`src/design/clop_pkg.sv`:
```
package clop_pkg;

    localparam int MAX_POTS   = 64;
    localparam int VALUE_BITS = 16;
    localparam int TOT_W      = 22;

    localparam int IDX_W     = (MAX_POTS > 1) ? $clog2(MAX_POTS) : 1;
    localparam int CNT_W     = $clog2(MAX_POTS + 1);
    localparam int TBL_DEPTH = 1 << (2 * IDX_W);
    localparam int SUM_W     = ((VALUE_BITS > TOT_W) ? VALUE_BITS : TOT_W) + 1;
    localparam logic [TOT_W-1:0] TOT_MAX = {TOT_W{1'b1}};

    typedef struct packed {
        logic [VALUE_BITS-1:0] pot_value;
        logic                  last_pot;
    } t_in_item;

    typedef struct packed {
        logic [TOT_W-1:0] best_total;
        logic             too_many;
    } t_out_item;

    typedef enum logic [2:0] {
        STEP_WAIT  = 3'd0,
        STEP_RD    = 3'd1,
        STEP_FRONT = 3'd2,
        STEP_REAR  = 3'd3,
        STEP_WR    = 3'd4,
        STEP_DONE  = 3'd5,
        STEP_RET   = 3'd6
    } t_step;

    localparam int STEP_W = $bits(t_step);

    // Jump conditions; a step that does not jump moves on to the next one.
    typedef enum logic [2:0] {
        COND_NEVER,
        COND_ALWAYS,
        COND_NO_ROW_END,
        COND_MORE_CELLS,
        COND_OUT_FULL
    } t_cond;

    typedef struct packed {
        logic  accept;
        logic  rd_pair;
        logic  rd_third;
        logic  calc_rear;
        logic  write_cell;
        logic  emit;
        t_cond cond;
        t_step target;
    } t_uword;

    typedef struct packed {
        logic row_end;
        logic more_cells;
        logic out_full;
    } t_status;

    function automatic t_uword uprog(input t_step step);
        t_uword uw;
        uw = '{accept: 1'b0, rd_pair: 1'b0, rd_third: 1'b0, calc_rear: 1'b0,
               write_cell: 1'b0, emit: 1'b0, cond: COND_NEVER, target: STEP_WAIT};
        case (step)
            STEP_WAIT: begin
                uw.accept = 1'b1;
                uw.cond   = COND_NO_ROW_END;
                uw.target = STEP_WAIT;
            end
            STEP_RD: begin
                uw.rd_pair = 1'b1;
            end
            STEP_FRONT: begin
                uw.rd_third = 1'b1;
            end
            STEP_REAR: begin
                uw.calc_rear = 1'b1;
            end
            STEP_WR: begin
                uw.write_cell = 1'b1;
                uw.cond       = COND_MORE_CELLS;
                uw.target     = STEP_RD;
            end
            STEP_DONE: begin
                uw.emit   = 1'b1;
                uw.cond   = COND_OUT_FULL;
                uw.target = STEP_DONE;
            end
            STEP_RET: begin
                uw.cond   = COND_ALWAYS;
                uw.target = STEP_WAIT;
            end
            default: begin
                uw.cond   = COND_ALWAYS;
                uw.target = STEP_WAIT;
            end
        endcase
        return uw;
    endfunction

    function automatic logic [TOT_W-1:0] min_tot(input logic [TOT_W-1:0] a,
                                                 input logic [TOT_W-1:0] b);
        return (a < b) ? a : b;
    endfunction

    function automatic logic [TOT_W-1:0] max_tot(input logic [TOT_W-1:0] a,
                                                 input logic [TOT_W-1:0] b);
        return (a > b) ? a : b;
    endfunction

    // Saturating at every cell gives the same answer as saturating the final
    // total, since add, min and max are all monotone.
    function automatic logic [TOT_W-1:0] sat_add(input logic [VALUE_BITS-1:0] v,
                                                 input logic [TOT_W-1:0] t);
        logic [SUM_W-1:0] sum;
        sum = SUM_W'(v) + SUM_W'(t);
        return (sum > SUM_W'(TOT_MAX)) ? TOT_MAX : sum[TOT_W-1:0];
    endfunction

endpackage

```
`src/design/clop_seq.sv`:
```
module clop_seq (
    input  logic              i_clk,
    input  logic              i_rst_n,
    input  clop_pkg::t_status i_status,
    output clop_pkg::t_uword  o_uw,
    output clop_pkg::t_step   o_step
);
    import clop_pkg::*;

    t_step  r_step;
    t_step  n_step;
    t_uword w_uw;
    logic   w_jump;

    always_comb begin
        w_uw = uprog(r_step);
    end

    always_comb begin
        case (w_uw.cond)
            COND_NEVER:      w_jump = 1'b0;
            COND_ALWAYS:     w_jump = 1'b1;
            COND_NO_ROW_END: w_jump = !i_status.row_end;
            COND_MORE_CELLS: w_jump = i_status.more_cells;
            COND_OUT_FULL:   w_jump = i_status.out_full;
            default:         w_jump = 1'b1;
        endcase
        n_step = w_jump ? w_uw.target : t_step'(r_step + STEP_W'(1));
    end

    always_ff @(posedge i_clk) begin
        if (!i_rst_n) begin
            r_step <= STEP_WAIT;
        end else begin
            r_step <= n_step;
        end
    end

    assign o_uw   = w_uw;
    assign o_step = r_step;

endmodule

```
`config.mk`:
```
export PLATFORM = sky130hd
export DESIGN_NAME = clop_seq
export DESIGN_NICKNAME = d
export VERILOG_FILES = /design/src/design/clop_pkg.sv /design/src/design/clop_seq.sv
export SDC_FILE = /design/constraint.sdc
export NUM_CORES = 1
export LEC_CHECK = 0
export BUFFER_PORTS_ARGS = -buffer_cell sky130_fd_sc_hd__buf_2
export CAP_MARGIN = 20
export CORE_AREA = 2 2 39 41
export CTS_CLUSTER_SIZE = 28
export DETAILED_ROUTE_END_ITERATION = 7
export DIE_AREA = 0 0 41 43
export SYNTH_ARGS = -nofsm -noshare
export SYNTH_HDL_FRONTEND = slang
export SYNTH_SLANG_ARGS = --single-unit
```
`constraint.sdc`:
```
create_clock -name i_clk -period 2.3 [get_ports i_clk]
set_input_delay 0.345 -clock i_clk [delete_from_list [all_inputs] [get_ports i_clk]]
set_output_delay 0.345 -clock i_clk [all_outputs]
set_load 0.1 [all_outputs]
```
Word level (Yosys, flattened, before mapping)
Index checks and enable logic that the tools add are counted.

Bits in latches: 0. Input bits: 5. Register bits after elaboration: 3. Bits in writable memories: 0. Bits in read-only memories: 0. Memories: 0.

Eq/ne operators: 8. Shifts and indexed selects: 0. Add/subtract/negate cells: 1. $mul: 0. Divide/modulo/power cells: 0. Bitwise operators: 0. Order comparisons: 0. Reduce and logical (&&, ||, !) cells: 4. Multiplexer cells: 9.

Operator list (number): 6-bit case mux with 4 select lines (1); 3-bit by 2-bit equality test with 1-bit output, second input constant (4); 3-bit equality test, second input constant (3); 3-bit zero test (2); 1-bit two-way mux (6); 1-bit case mux with 4 select lines (1); 3-bit by 1-bit adder with 3-bit output, second input constant (1); 3-bit by 1-bit equality test with 1-bit output, second input constant (1); 3-bit two-way mux (1); 3-bit OR reduction (1); 1-bit zero test (1).

Logic depth before layout (Yosys ltp)
Gate-level depths: netlist of the first run.

Depth in word-level cells: 6. Gate-level depth with buffers: 6.

Worst setup path before layout of the first run
OpenSTA, ideal clock, no wires.

Path kind: register to output. Start point: register r_step[0] (netlist: o_step[0]). End point: output port o_uw[3] (netlist name). Slack: -0.942 ns. Data required time: 1.955 ns. Data arrival time: 2.897 ns. Cell stages (with the launch flop): 6. Path through: dfxtp_1 ha_1 ha_1 nor2_1 o22ai_1 inv_1.

RTL lines: start: declaration (line clop_seq.sv:10) `t_step r_step;`; start signal: assignment (line clop_seq.sv:35) `r_step <= n_step;`; end: declaration (line clop_seq.sv:5) `output clop_pkg::t_uword o_uw,`.

==> report_table.html, run 1 <==
<table>
<tr><th>Metric</th><th>Value</th></tr>
<tr><th colspan="2">Run status</th></tr>
<tr><td>Result of the run</td><td>finished clean</td></tr>
<tr><th colspan="2">Clock tree</th></tr>
<tr><td>Clock sink count</td><td>3</td></tr>
<tr><td>Total of hold buffers inserted after clock tree synthesis</td><td>0</td></tr>
<tr><td># resized after CTS</td><td>0</td></tr>
<tr><td>CTS tree</td><td>done</td></tr>
<tr><td>Clock Tree Buf Depth</td><td>2</td></tr>
<tr><td>Worst-Skew Late Latency</td><td>approximately 0.23 ns</td></tr>
<tr><td>Clk pin slew, worst setup/hold paths</td><td>0.04 ns</td></tr>
<tr><td>Number of H-tree branching levels</td><td>1</td></tr>
<tr><td>Post-CTS setup buffer count</td><td>0</td></tr>
<tr><td>Root cell of the clock tree</td><td>sky130_fd_sc_hd__clkbuf_4</td></tr>
<tr><td>Clock buffers created by TritonCTS</td><td>3</td></tr>
<tr><th colspan="2">Detailed routing</th></tr>
<tr><td>Detailed route wirelength on metal3</td><td>58 um</td></tr>
<tr><td>Vias/cell</td><td>between 4 and 5</td></tr>
<tr><td>Antenna Nets Post-Route</td><td>0</td></tr>
<tr><td>Number of detailed-route iterations in the first pass</td><td>1</td></tr>
<tr><td>Wire length after detailed routing</td><td>approximately 750 um</td></tr>
<tr><td>Wire length on met1</td><td>roughly 370 um</td></tr>
<tr><td>Initial DRC count</td><td>0</td></tr>
<tr><td>Post-route DRC violation count</td><td>0</td></tr>
<tr><td>Average wire length per cell after detail routing</td><td>a little under 10 um</td></tr>
<tr><td>Highest routed layer</td><td>met3</td></tr>
<tr><td>Met2 layer wire length in the routed design</td><td>318 um</td></tr>
<tr><td>Via count</td><td>320</td></tr>
<tr><th colspan="2">Synthesis</th></tr>
<tr><td>Post-synthesis cell type with the largest combined area</td><td>sky130_fd_sc_hd__ha_1</td></tr>
<tr><td>Number of warnings printed during yosys synthesis</td><td>0</td></tr>
<tr><td>Sequential fraction of the synthesis area</td><td>around 18%</td></tr>
<tr><td>Mapped Area</td><td>340 um^2</td></tr>
<tr><td>Number of register bits inferred by synthesis</td><td>3</td></tr>
<tr><td>Avg Inst Size Synth</td><td>8.51 um^2</td></tr>
<tr><td>Area share of the leading cell type in the synthesized netlist</td><td>22.1%</td></tr>
<tr><td>Synthesized Nets</td><td>51</td></tr>
<tr><td>Synth top area cells</td><td>sky130_fd_sc_hd__ha_1, sky130_fd_sc_hd__dfxtp_1, sky130_fd_sc_hd__and2b_2</td></tr>
<tr><td>Mapped Cells</td><td>40</td></tr>
<tr><td>Distinct cell type count of the synthesized netlist</td><td>21</td></tr>
<tr><th colspan="2">STA</th></tr>
<tr><td>Min setup slack post-route</td><td>between 0.2 and 0.25 ns</td></tr>
<tr><td>Final critical delay including setup and external delays</td><td>roughly 2.1 ns</td></tr>
<tr><td>Achievable clock frequency</td><td>0.484 GHz</td></tr>
<tr><td>Share of the clock period used by the worst path after layout</td><td>89.7%</td></tr>
<tr><td>Count of final hold-check violations</td><td>0</td></tr>
<tr><td>Count of endpoints failing setup in the final report</td><td>0</td></tr>
<tr><td>Setup TNS</td><td>0 ns</td></tr>
<tr><td>Worst Clk Skew</td><td>0.000979 ns</td></tr>
<tr><td>Setup repair after global routing missed its margin</td><td>false</td></tr>
<tr><td>Total count of max-transition violations in the final report</td><td>0</td></tr>
<tr><th colspan="2">Global route</th></tr>
<tr><td>Overall global routing resource usage</td><td>a little under 9%</td></tr>
<tr><td>Antenna violations before repair</td><td>0</td></tr>
<tr><td>First-pass GRT wire length</td><td>1050 um</td></tr>
<tr><td>Pin count of the biggest net entering global routing</td><td>12</td></tr>
<tr><td>Total gr overflow</td><td>0</td></tr>
<tr><td>Number of global-route vias before repair</td><td>247</td></tr>
<tr><th colspan="2">Power</th></tr>
<tr><td>Share of power burned in combinational logic</td><td>roughly three quarters</td></tr>
<tr><td>Relative contribution of sequential cells to total power</td><td>11.6%</td></tr>
<tr><td>Worst-case vdd ir drop</td><td>0.465 mV</td></tr>
<tr><td>Switching Power</td><td>0.429 mW</td></tr>
<tr><td>Share of power burned in the clock network</td><td>roughly 14%</td></tr>
<tr><td>LEAKAGE</td><td>0.249 nW</td></tr>
<tr><td>Switching share of total power</td><td>65.8%</td></tr>
<tr><td>Internal power consumption</td><td>roughly 0.22 mW</td></tr>
<tr><td>Power per cell area</td><td>1320 nW/um^2</td></tr>
<tr><th colspan="2">Floorplanning</th></tr>
<tr><td>Chip Height</td><td>43 um</td></tr>
<tr><td>Die footprint</td><td>1760 um^2</td></tr>
<tr><td>Initial core utilization</td><td>between 20% and 30%</td></tr>
<tr><td>Top-Level Pins</td><td>20</td></tr>
<tr><td>Site row count</td><td>14</td></tr>
<tr><td>Die width</td><td>approximately 40 um</td></tr>
<tr><td>Core area</td><td>1380 um^2</td></tr>
<tr><th colspan="2">Worst setup path</th></tr>
<tr><td>Worst setup EP type</td><td>output port</td></tr>
<tr><td>Worst-path fanout max</td><td>5</td></tr>
<tr><td>Worst path arrival time</td><td>between 1.5 and 2 ns</td></tr>
<tr><td>Launching element type of the critical path</td><td>flip-flop</td></tr>
<tr><td>Required time of the critical path</td><td>~2 ns</td></tr>
<tr><td>Class of the most critical setup path</td><td>flip-flop to output port</td></tr>
<tr><th colspan="2">Place</th></tr>
<tr><td>Pre-CTS setup slack</td><td>0.475 ns</td></tr>
<tr><td>Detailed Place HPWL</td><td>592 um</td></tr>
<tr><td>Count of port buffers added during placement</td><td>18</td></tr>
<tr><td>Gp weighted congestion</td><td>0.682</td></tr>
<tr><th colspan="2">Final layout</th></tr>
<tr><td>NumNets Final</td><td>72</td></tr>
<tr><td>Fraction of final layout cells sized beyond drive strength 1</td><td>60.0%</td></tr>
<tr><td>Number of flip-flops under the largest register name</td><td>3</td></tr>
<tr><td>Sequential cell area</td><td>68.8 um^2</td></tr>
<tr><td>Antenna diodes</td><td>0</td></tr>
<tr><td>Footprint of the multi-input gates</td><td>272 um^2</td></tr>
<tr><td>Area overhead of the layout relative to synthesis</td><td>45.6%</td></tr>
<tr><td>Number of fill cells</td><td>158</td></tr>
<tr><th colspan="2">Hold path</th></tr>
<tr><td>Worst hold path class</td><td>primary input to flip-flop</td></tr>
<tr><th colspan="2">Job</th></tr>
<tr><td>Max-capacitance violation count</td><td>0</td></tr>
</table>
## synthesized netlist by cell type
master                     count
sky130_fd_sc_hd__mux2i_1       1
sky130_fd_sc_hd__and4b_1       1
sky130_fd_sc_hd__and2_1        1
sky130_fd_sc_hd__nor2_1        5
sky130_fd_sc_hd__a32o_1        1
sky130_fd_sc_hd__buf_4         2
sky130_fd_sc_hd__inv_1         4
sky130_fd_sc_hd__conb_1        1
sky130_fd_sc_hd__and2_4        1
sky130_fd_sc_hd__ha_1          6
sky130_fd_sc_hd__and2_2        2
sky130_fd_sc_hd__and2b_2       3
sky130_fd_sc_hd__nand2_1       2
sky130_fd_sc_hd__nor3b_1       1
sky130_fd_sc_hd__nand2b_1      1
sky130_fd_sc_hd__o211ai_2      1
sky130_fd_sc_hd__a211oi_2      1
sky130_fd_sc_hd__o22ai_1       1
sky130_fd_sc_hd__dfxtp_1       3
sky130_fd_sc_hd__o21a_1        1
sky130_fd_sc_hd__nand4_1       1
## worst max-delay path, cell delays in order, from the launching register on
cell	delay [ns]
sky130_fd_sc_hd__dfxtp_4	0.35
sky130_fd_sc_hd__ha_1	0.23
sky130_fd_sc_hd__ha_4	0.16
sky130_fd_sc_hd__nor2_1	0.13
sky130_fd_sc_hd__o22ai_2	0.13
sky130_fd_sc_hd__clkinvlp_4	0.08
sky130_fd_sc_hd__buf_2	0.41
## layer usage
layer,GRT usage [%],vias up
met3,6.28,0
li1,-,173
met5,0,-
met4,0,0
met1,10.6,134
met2,13.8,13
## per-stage QoR
stage / instances / power [mW] / instance area (um^2) / hold slack, ns / utilization, %
after floorplan: 40 / 0.509 / 374 / 0.449 / -
after global placement: 72 / 0.562 / 469 / 0.612 / 33.9
after detailed placement: 72 / 0.563 / 469 / 0.616 / 33.9
after CTS: 76 / 0.660 / 495 / 0.368 / 35.8
after global routing: 76 / 0.686 / 495 / 0.402 / 35.8
final: 76 / 0.652 / 495 / 0.374 / 35.8
## area by class of cell
class	instances	area share (%)
timing repair buffer	18	18.2
tap	16	4.04
inverter	4	3.79
sequential	3	13.9
clock buffer	4	5.30
multi-input combinational	31	54.8
## logic make-up (layout without fill, tap and decap cells)
kind of cell | Yosys count | in the layout | share of synthesized area, %
compound gates | 5 | 5 | 14.3
fa+ha+maj | 6 | 6 | 22.1
buf+inv | 6 | 26 | 8.82
flops | 3 | 3 | 17.6
mux | 1 | 1 | 2.94
other cells | 1 | 1 | 1.10
simple gates | 18 | 18 | 33.1
## path summary, 6_finish.rpt
kind	cells after the start	endpoint	from	slack (ns)
min reg2reg	2	o_step[0]	o_step[0]	0.65
min	3	o_step[1]	i_rst_n	0.37
max reg2reg	6	o_step[0]	o_step[1]	0.65
max	6	o_uw[3]	o_step[0]	0.24
## power groups by stage
stage | Sequential [mW] | Combinational [mW] | Clock, mW
floorplan | 0.135 | 0.374 | 0
global placement | 0.0747 | 0.487 | 0
detailed placement | 0.0761 | 0.487 | 0
CTS | 0.0755 | 0.488 | 0.0971
global route | 0.0770 | 0.509 | 0.0998
finish | 0.0754 | 0.485 | 0.0922
## layout by cell type, fill, tap and decap left out, types with 2 or more instances in the layout
| master | instances |
|---|---|
| sky130_fd_sc_hd__and2b_2 | 3 |
| sky130_fd_sc_hd__clkbuf_4 | 3 |
| sky130_fd_sc_hd__inv_1 | 3 |
| sky130_fd_sc_hd__nor2_1 | 4 |
| sky130_fd_sc_hd__and2_2 | 2 |
| sky130_fd_sc_hd__nand2_1 | 2 |
| sky130_fd_sc_hd__dfxtp_4 | 2 |
| sky130_fd_sc_hd__buf_2 | 18 |
| sky130_fd_sc_hd__ha_1 | 5 |
(Power assumes the default switching activity.)
==> inputs of run 2 (changes only) <==
--- a/config.mk
+++ b/config.mk
@@ -11,6 +11,7 @@
 export CTS_CLUSTER_SIZE = 28
 export DETAILED_ROUTE_END_ITERATION = 7
 export DIE_AREA = 0 0 41 43
+export PLACE_DENSITY_LB_ADDON = 0.08
 export SYNTH_ARGS = -nofsm -noshare
 export SYNTH_HDL_FRONTEND = slang
 export SYNTH_SLANG_ARGS = --single-unit
==> run 2 against run 1 <==
Compared with the run above:
- sequential share of layout area did not move
- power decreased by 0.35%
- global-route usage is 0.88 points higher
==> report_table.html, run 2 (synthesis gave the netlist of run 1 again) <==
<table>
<tr><th>Metric</th><th>Value</th></tr>
<tr><th colspan="2">Run status</th></tr>
<tr><td>Result of the run</td><td>finished clean</td></tr>
<tr><th colspan="2">Hold path</th></tr>
<tr><td>Count of cells along the worst hold path</td><td>3 (unchanged)</td></tr>
<tr><td>Startpoint of the tightest hold check path</td><td>i_rst_n</td></tr>
<tr><td>Worst hold path class</td><td>primary input to flip-flop</td></tr>
<tr><td>Hold-critical path endpoint</td><td>o_step[1]</td></tr>
<tr><th colspan="2">Global route</th></tr>
<tr><td>Total gr overflow</td><td>0 (unchanged)</td></tr>
<tr><td>First-pass GRT wire length</td><td>1160 um (+11%)</td></tr>
<tr><td>Number of global-route vias before repair</td><td>288 (+17%)</td></tr>
<tr><td>Pin count of the biggest net entering global routing</td><td>12 (unchanged)</td></tr>
<tr><td>Antenna violations before repair</td><td>0 (unchanged)</td></tr>
<tr><td>Overall global routing resource usage</td><td>9.81% (+0.88 points)</td></tr>
<tr><th colspan="2">Worst setup path</th></tr>
<tr><td>Class of the most critical setup path</td><td>flip-flop to output port</td></tr>
<tr><td>Register-to-Register Setup Slack</td><td>0.64 ns (about the same)</td></tr>
<tr><td>Required time of the critical path</td><td>1.96 ns (about the same)</td></tr>
<tr><td>Beginning of the worst register-to-register path</td><td>o_step[1]</td></tr>
<tr><td>Worst Reg2Reg Path Length in Cells</td><td>6 (unchanged)</td></tr>
<tr><td>Crit path cell chain</td><td>ha_1, ha_4, nor2_1, o22ai_2, clkinvlp_4, buf_2</td></tr>
<tr><td>Launching element type of the critical path</td><td>flip-flop</td></tr>
<tr><td>Worst setup EP type</td><td>output port</td></tr>
<tr><td>Slowest stage cell, crit path</td><td>sky130_fd_sc_hd__buf_2</td></tr>
<tr><td>Worst path arrival time</td><td>1.72 ns (about the same)</td></tr>
<tr><td>Crit Reg-Reg Endpoint</td><td>o_step[0]</td></tr>
<tr><td>Worst-path fanout max</td><td>5 (unchanged)</td></tr>
<tr><td>Stage delay of the slowest cell on the critical path</td><td>0.41 ns (about the same)</td></tr>
<tr><th colspan="2">Clock tree</th></tr>
<tr><td>CTS tree</td><td>done</td></tr>
<tr><td>Clock buffers created by TritonCTS</td><td>3 (unchanged)</td></tr>
<tr><td>Root cell of the clock tree</td><td>sky130_fd_sc_hd__clkbuf_4</td></tr>
<tr><td>Clk pin slew, worst setup/hold paths</td><td>0.03 ns (about the same)</td></tr>
<tr><td>Clock Tree Buf Depth</td><td>2 (unchanged)</td></tr>
<tr><td>Post-CTS setup buffer count</td><td>0 (unchanged)</td></tr>
<tr><td>Clock sink count</td><td>3 (unchanged)</td></tr>
<tr><td>Total of hold buffers inserted after clock tree synthesis</td><td>0 (unchanged)</td></tr>
<tr><td>Number of H-tree branching levels</td><td>1 (unchanged)</td></tr>
<tr><td># resized after CTS</td><td>0 (unchanged)</td></tr>
<tr><td>Worst-Skew Late Latency</td><td>0.23 ns (about the same)</td></tr>
<tr><th colspan="2">Final layout</th></tr>
<tr><td>Commonest non-fill, non-tap cell in the layout</td><td>sky130_fd_sc_hd__buf_2</td></tr>
<tr><td>Most used cells in the layout excluding fill and tap cells</td><td>sky130_fd_sc_hd__buf_2, sky130_fd_sc_hd__ha_1, sky130_fd_sc_hd__nor2_1</td></tr>
<tr><td>NumNets Final</td><td>72 (unchanged)</td></tr>
<tr><td>Footprint of the multi-input gates</td><td>272 um^2 (unchanged)</td></tr>
<tr><td>Sequential cell area</td><td>68.8 um^2 (unchanged)</td></tr>
<tr><td>Utilization after layout</td><td>35.8% (unchanged)</td></tr>
<tr><td>Number of flip-flops under the largest register name</td><td>3 (unchanged)</td></tr>
<tr><td>Area overhead of the layout relative to synthesis</td><td>45.6% (unchanged)</td></tr>
<tr><td>Antenna diodes</td><td>0 (unchanged)</td></tr>
<tr><td>Number of fill cells</td><td>161 (+1.9%)</td></tr>
<tr><td>Fraction of final layout cells sized beyond drive strength 1</td><td>60.0% (unchanged)</td></tr>
<tr><th colspan="2">Place</th></tr>
<tr><td>Gp weighted congestion</td><td>0.724 (+6.2%)</td></tr>
<tr><td>Count of port buffers added during placement</td><td>18 (unchanged)</td></tr>
<tr><td>Detailed Place HPWL</td><td>632 um (+6.8%)</td></tr>
<tr><th colspan="2">Power</th></tr>
<tr><td>Share of power burned in the clock network</td><td>13.7% (-0.4 points)</td></tr>
<tr><td>Switching share of total power</td><td>65.7% (-0.13 points)</td></tr>
<tr><td>Share of power burned in combinational logic</td><td>74.8% (+0.5 points)</td></tr>
<tr><td>LEAKAGE</td><td>0.249 nW (unchanged)</td></tr>
<tr><td>Relative contribution of sequential cells to total power</td><td>11.5% (about the same)</td></tr>
<tr><td>Power per cell area</td><td>1310 nW/um^2 (-0.35%)</td></tr>
<tr><td>Worst-case vdd ir drop</td><td>0.412 mV (-11%)</td></tr>
<tr><td>Overall Power</td><td>0.650 mW (-0.35%)</td></tr>
<tr><td>Switching Power</td><td>0.427 mW (-0.55%)</td></tr>
<tr><td>Internal power consumption</td><td>0.223 mW (about the same)</td></tr>
<tr><th colspan="2">STA</th></tr>
<tr><td>Share of the clock period used by the worst path after layout</td><td>89.7% (about the same)</td></tr>
<tr><td>Total count of max-transition violations in the final report</td><td>0 (unchanged)</td></tr>
<tr><td>Achievable clock frequency</td><td>0.485 GHz (about the same)</td></tr>
<tr><td>Final hold slack</td><td>0.363 ns (-0.0109 ns)</td></tr>
<tr><td>Setup TNS</td><td>0 ns (unchanged)</td></tr>
<tr><td>Setup repair after global routing missed its margin</td><td>false</td></tr>
<tr><td>Final critical delay including setup and external delays</td><td>2.06 ns (-0.00133 ns)</td></tr>
<tr><td>Worst Clk Skew</td><td>0.000575 ns (-0.000404 ns)</td></tr>
<tr><td>Count of endpoints failing setup in the final report</td><td>0 (unchanged)</td></tr>
<tr><td>Count of final hold-check violations</td><td>0 (unchanged)</td></tr>
<tr><th colspan="2">Job</th></tr>
<tr><td>Max-capacitance violation count</td><td>0 (unchanged)</td></tr>
<tr><th colspan="2">Floorplanning</th></tr>
<tr><td>Top-Level Pins</td><td>20 (unchanged)</td></tr>
<tr><td>Initial core utilization</td><td>24.6% (unchanged)</td></tr>
<tr><td>Chip Height</td><td>43 um (unchanged)</td></tr>
<tr><td>Die width</td><td>41 um (unchanged)</td></tr>
<tr><td>Die footprint</td><td>1760 um^2 (unchanged)</td></tr>
<tr><td>Site row count</td><td>14 (unchanged)</td></tr>
<tr><td>Core area</td><td>1380 um^2 (unchanged)</td></tr>
<tr><th colspan="2">Detailed routing</th></tr>
<tr><td>Average wire length per cell after detail routing</td><td>9.89 um (+0.53%)</td></tr>
<tr><td>Antenna Nets Post-Route</td><td>0 (unchanged)</td></tr>
<tr><td>Wire length after detailed routing</td><td>752 um (+0.53%)</td></tr>
<tr><td>Vias/cell</td><td>4.30 (+2.2%)</td></tr>
<tr><td>Number of detailed-route iterations in the first pass</td><td>2 (+1)</td></tr>
<tr><td>Via count</td><td>327 (+2.2%)</td></tr>
<tr><td>Post-route DRC violation count</td><td>0 (unchanged)</td></tr>
<tr><td>Initial DRC count</td><td>1 (+1)</td></tr>
</table>
-- run 2: cell counts in the layout (fill, tap and decap cells not counted) --
Identical to the previous run, type by type.
-- run 2: worst max-delay path by stage --
stage               startpoint  endpoint  cells past startpoint
floorplan            o_step[0]   o_uw[3]                      5
global placement     o_step[0]   o_uw[3]                      6
detailed placement   o_step[0]   o_uw[3]                      6
CTS                  o_step[0]   o_uw[3]                      6
global route         o_step[1]   o_uw[3]                      6
finish               o_step[0]   o_uw[3]                      6
-- run 2: cell type report --
type | count | share of cell area [%]
repair buffers | 18 | 18.2
well taps | 16 | 4.04
multi-input cells | 31 | 54.8
clock buffers | 4 | 5.30
flip-flops and latches | 3 | 13.9
inverters | 4 | 3.79
-- run 2: worst max-delay path: cells and delay by family (launching register included) --
| kind | cells | cell delay (ns) |
|---|---|---|
| compound gates | 1 | 0.13 |
| fa+ha+maj | 2 | 0.40 |
| buf+inv | 2 | 0.49 |
| flops | 1 | 0.34 |
| simple gates | 1 | 0.13 |
-- run 2: per-layer routing --
metal,GRT usage [%],part of all wire [%]
met2,12.8,49
met5,0,0
met1,12.4,46
met4,8.00,0
met3,3.14,4.7
-- run 2: power groups by stage --
stage	logic, mW	registers (mW)	clock network [mW]
floorplan	0.374	0.135	0
global placement	0.493	0.0760	0
detailed placement	0.491	0.0759	0
CTS	0.491	0.0752	0.0946
global route	0.512	0.0777	0.103
finish	0.486	0.0748	0.0892
-- run 2: metrics by stage --
stage	worst slack [ns]	cell area [um^2]	instances
after CTS	0.207	495	76
after global placement	0.451	469	72
final	0.237	495	76
after floorplan	0.0303	374	40
after detailed placement	0.456	469	72
after global routing	0.106	495	76
==> inputs of run 3 (changes only) <==
==> constraint.sdc (replaced) <==
create_clock -name i_clk -period 2.3 [get_ports i_clk]
set_input_delay 0.46 -clock i_clk [delete_from_list [all_inputs] [get_ports i_clk]]
set_output_delay 0.46 -clock i_clk [all_outputs]
set_load 0.1 [all_outputs]
==> run 3 against run 2 <==
Compared with the run above:
- non-clock buffer count stayed put
- die area is the same
- clock skew fell by 0.00056 ns
- clock-buffer cell count unchanged
- flip-flop and latch count stayed put
- critical endpoint unchanged
- largest power group unchanged
==> report_table.html, run 3 (synthesis gave the netlist of run 1 again) <==
<table>
<tr><th>Metric</th><th>Value</th></tr>
<tr><th colspan="2">Worst setup path</th></tr>
<tr><td>Worst Reg2Reg Path Length in Cells</td><td>6 (unchanged)</td></tr>
<tr><td>Required time of the critical path</td><td>1.84 ns (-0.12 ns)</td></tr>
<tr><td>Beginning of the worst register-to-register path</td><td>o_step[0]</td></tr>
<tr><td>Worst setup EP type</td><td>output port</td></tr>
<tr><td>Crit Reg-Reg Endpoint</td><td>o_step[0]</td></tr>
<tr><td>Startpoint of the most critical setup path</td><td>o_step[0]</td></tr>
<tr><td>Register-to-Register Setup Slack</td><td>0.61 ns (-0.03 ns)</td></tr>
<tr><td>Launching element type of the critical path</td><td>flip-flop</td></tr>
<tr><td>Worst path arrival time</td><td>1.67 ns (-0.05 ns)</td></tr>
<tr><td>Class of the most critical setup path</td><td>flip-flop to output port</td></tr>
<tr><td>Worst-path fanout max</td><td>7 (+2)</td></tr>
<tr><th colspan="2">Final layout</th></tr>
<tr><td>Utilization after layout</td><td>34.4% (-1.4 points)</td></tr>
<tr><td>Most used cells in the layout excluding fill and tap cells</td><td>sky130_fd_sc_hd__buf_2, sky130_fd_sc_hd__inv_1, sky130_fd_sc_hd__nor2_1, sky130_fd_sc_hd__ha_1, sky130_fd_sc_hd__clkbuf_4</td></tr>
<tr><td>NumNets Final</td><td>72 (unchanged)</td></tr>
<tr><td>Antenna diodes</td><td>0 (unchanged)</td></tr>
<tr><td>Commonest non-fill, non-tap cell in the layout</td><td>sky130_fd_sc_hd__buf_2</td></tr>
<tr><td>Number of standard cells in the layout, taps in and fillers out</td><td>76 (unchanged)</td></tr>
<tr><td>Fraction of final layout cells sized beyond drive strength 1</td><td>58.3% (-1.7 points)</td></tr>
<tr><td>Area overhead of the layout relative to synthesis</td><td>39.7%</td></tr>
<tr><td>Number of flip-flops under the largest register name</td><td>3 (unchanged)</td></tr>
<tr><th colspan="2">Clock tree</th></tr>
<tr><td>Clock Tree Buf Depth</td><td>2 (unchanged)</td></tr>
<tr><td>Number of H-tree branching levels</td><td>1 (unchanged)</td></tr>
<tr><td>CTS tree</td><td>done</td></tr>
<tr><td>Post-CTS setup buffer count</td><td>0 (unchanged)</td></tr>
<tr><td>Root cell of the clock tree</td><td>sky130_fd_sc_hd__clkbuf_4</td></tr>
<tr><td>Clock buffers created by TritonCTS</td><td>3 (unchanged)</td></tr>
<tr><td>Clock sink count</td><td>3 (unchanged)</td></tr>
<tr><td>Worst-Skew Late Latency</td><td>0.23 ns (about the same)</td></tr>
<tr><td>Clk pin slew, worst setup/hold paths</td><td>0.03 ns (about the same)</td></tr>
<tr><th colspan="2">Run status</th></tr>
<tr><td>Result of the run</td><td>finished clean</td></tr>
<tr><th colspan="2">Hold path</th></tr>
<tr><td>Count of cells along the worst hold path</td><td>3 (unchanged)</td></tr>
<tr><td>Worst hold path class</td><td>primary input to flip-flop</td></tr>
<tr><td>Hold-critical path endpoint</td><td>o_step[1]</td></tr>
<tr><td>Startpoint of the tightest hold check path</td><td>i_rst_n</td></tr>
<tr><th colspan="2">Power</th></tr>
<tr><td>LEAKAGE</td><td>0.251 nW (+0.75%)</td></tr>
<tr><td>Worst-case vdd ir drop</td><td>0.407 mV (-1.1%)</td></tr>
<tr><td>Power per cell area</td><td>1350 nW/um^2 (+3.2%)</td></tr>
<tr><td>Overall Power</td><td>0.643 mW (-1.0%)</td></tr>
<tr><th colspan="2">Floorplanning</th></tr>
<tr><td>Core area</td><td>1380 um^2 (unchanged)</td></tr>
<tr><td>Initial core utilization</td><td>24.6% (unchanged)</td></tr>
<tr><td>Chip Height</td><td>43 um (unchanged)</td></tr>
<tr><td>Site row count</td><td>14 (unchanged)</td></tr>
<tr><td>Die footprint</td><td>1760 um^2 (unchanged)</td></tr>
<tr><td>Top-Level Pins</td><td>20 (unchanged)</td></tr>
<tr><td>Die width</td><td>41 um (unchanged)</td></tr>
<tr><th colspan="2">STA</th></tr>
<tr><td>Total count of max-transition violations in the final report</td><td>0 (unchanged)</td></tr>
<tr><td>Count of endpoints failing setup in the final report</td><td>0 (unchanged)</td></tr>
<tr><td>Worst Clk Skew</td><td>0.0000197 ns (-0.000555 ns)</td></tr>
<tr><td>Achievable clock frequency</td><td>0.469 GHz (-3.3%)</td></tr>
<tr><td>Setup repair after global routing missed its margin</td><td>false</td></tr>
<tr><td>Final hold slack</td><td>0.481 ns (+0.118 ns)</td></tr>
<tr><td>Final critical delay including setup and external delays</td><td>2.13 ns (+0.0696 ns)</td></tr>
<tr><td>Count of final hold-check violations</td><td>0 (unchanged)</td></tr>
<tr><td>Share of the clock period used by the worst path after layout</td><td>92.7% (+3.0 points)</td></tr>
<tr><td>Min setup slack post-route</td><td>0.168 ns (-0.0696 ns)</td></tr>
<tr><th colspan="2">Detailed routing</th></tr>
<tr><td>Initial DRC count</td><td>2 (+1)</td></tr>
<tr><td>Wire length after detailed routing</td><td>778 um (+3.5%)</td></tr>
<tr><td>Average wire length per cell after detail routing</td><td>10.2 um (+3.5%)</td></tr>
<tr><td>Number of detailed-route iterations in the first pass</td><td>2 (unchanged)</td></tr>
<tr><td>Antenna Nets Post-Route</td><td>0 (unchanged)</td></tr>
<tr><td>Via count</td><td>317 (-3.1%)</td></tr>
<tr><td>Post-route DRC violation count</td><td>0 (unchanged)</td></tr>
<tr><td>Vias/cell</td><td>4.17 (-3.1%)</td></tr>
<tr><th colspan="2">Place</th></tr>
<tr><td>Pre-CTS setup slack</td><td>0.358 ns (-0.0982 ns)</td></tr>
<tr><td>Count of port buffers added during placement</td><td>18 (unchanged)</td></tr>
<tr><td>Gp weighted congestion</td><td>0.734 (+1.4%)</td></tr>
<tr><td>Placed instance count</td><td>72 (unchanged)</td></tr>
<tr><th colspan="2">Global route</th></tr>
<tr><td>Antenna violations before repair</td><td>0 (unchanged)</td></tr>
<tr><td>First-pass GRT wire length</td><td>1280 um (+10%)</td></tr>
<tr><td>Number of global-route vias before repair</td><td>309 (+7.3%)</td></tr>
<tr><td>Overall global routing resource usage</td><td>11.0% (+1.2 points)</td></tr>
<tr><td>Total gr overflow</td><td>0 (unchanged)</td></tr>
<tr><td>Pin count of the biggest net entering global routing</td><td>12 (unchanged)</td></tr>
<tr><th colspan="2">Job</th></tr>
<tr><td>Max-capacitance violation count</td><td>0 (unchanged)</td></tr>
</table>
-- run 3: timing repair --
| item | 4_1_cts | 5_1_grt |
|---|---|---|
| hold buffers | 0 | 0 |
| gates resized for setup | 0 | 1 |
| endpoints found under the setup margin | 0 | 1 |
-- run 3: per-layer routing --
layer | vias to the layer above | track usage [%] | wire length [um]
met5 | - | 0 | 0
met1 | 137 | 12.2 | 343
met3 | 0 | 5.24 | 49
met4 | 0 | 8.00 | 0
met2 | 10 | 15.6 | 385
li1 | 170 | - | -
-- run 3: final cells by class --
type                       count  area (um^2)
inverter                       4         15.0
sequential                     3         63.8
fill                         164          908
timing repair buffer          18         92.6
tap                           16         20.0
multi-input combinational     31          258
clock buffer                   4         26.3
-- run 3: report_power, final --
part	leakage [nW]	switching, mW	internal (mW)
registers	0.0258	0.0108	0.0628
clock network	0.0150	0.0251	0.0649
logic	0.210	0.387	0.0932
-- run 3: critical path, cell delays in order, from the launching register on --
cell and delay [ns]:
sky130_fd_sc_hd__dfxtp_2 0.33, sky130_fd_sc_hd__inv_1 0.14, sky130_fd_sc_hd__ha_1 0.28, sky130_fd_sc_hd__nor2_1 0.07
sky130_fd_sc_hd__o22ai_1 0.26, sky130_fd_sc_hd__inv_1 0.07, sky130_fd_sc_hd__clkbuf_4 0.28
-- run 3: per-stage QoR --
step	cell area (um^2)	setup TNS, ns
global placement	447	0
floorplan	352	-0.406
CTS	473	0
detailed placement	447	0
global route	475	0
finish	475	0
-- run 3: how the worst max path moves through the flow --
stage	endpoint	slack (ns)	cells past startpoint
2_1_floorplan	o_uw[3]	-0.38	5
3_3_place_gp	o_uw[3]	0.35	6
3_5_place_dp	o_uw[3]	0.36	6
4_1_cts	o_uw[3]	0.10	6
5_1_grt	o_uw[3]	0.02	6
6_report	o_uw[3]	0.17	6
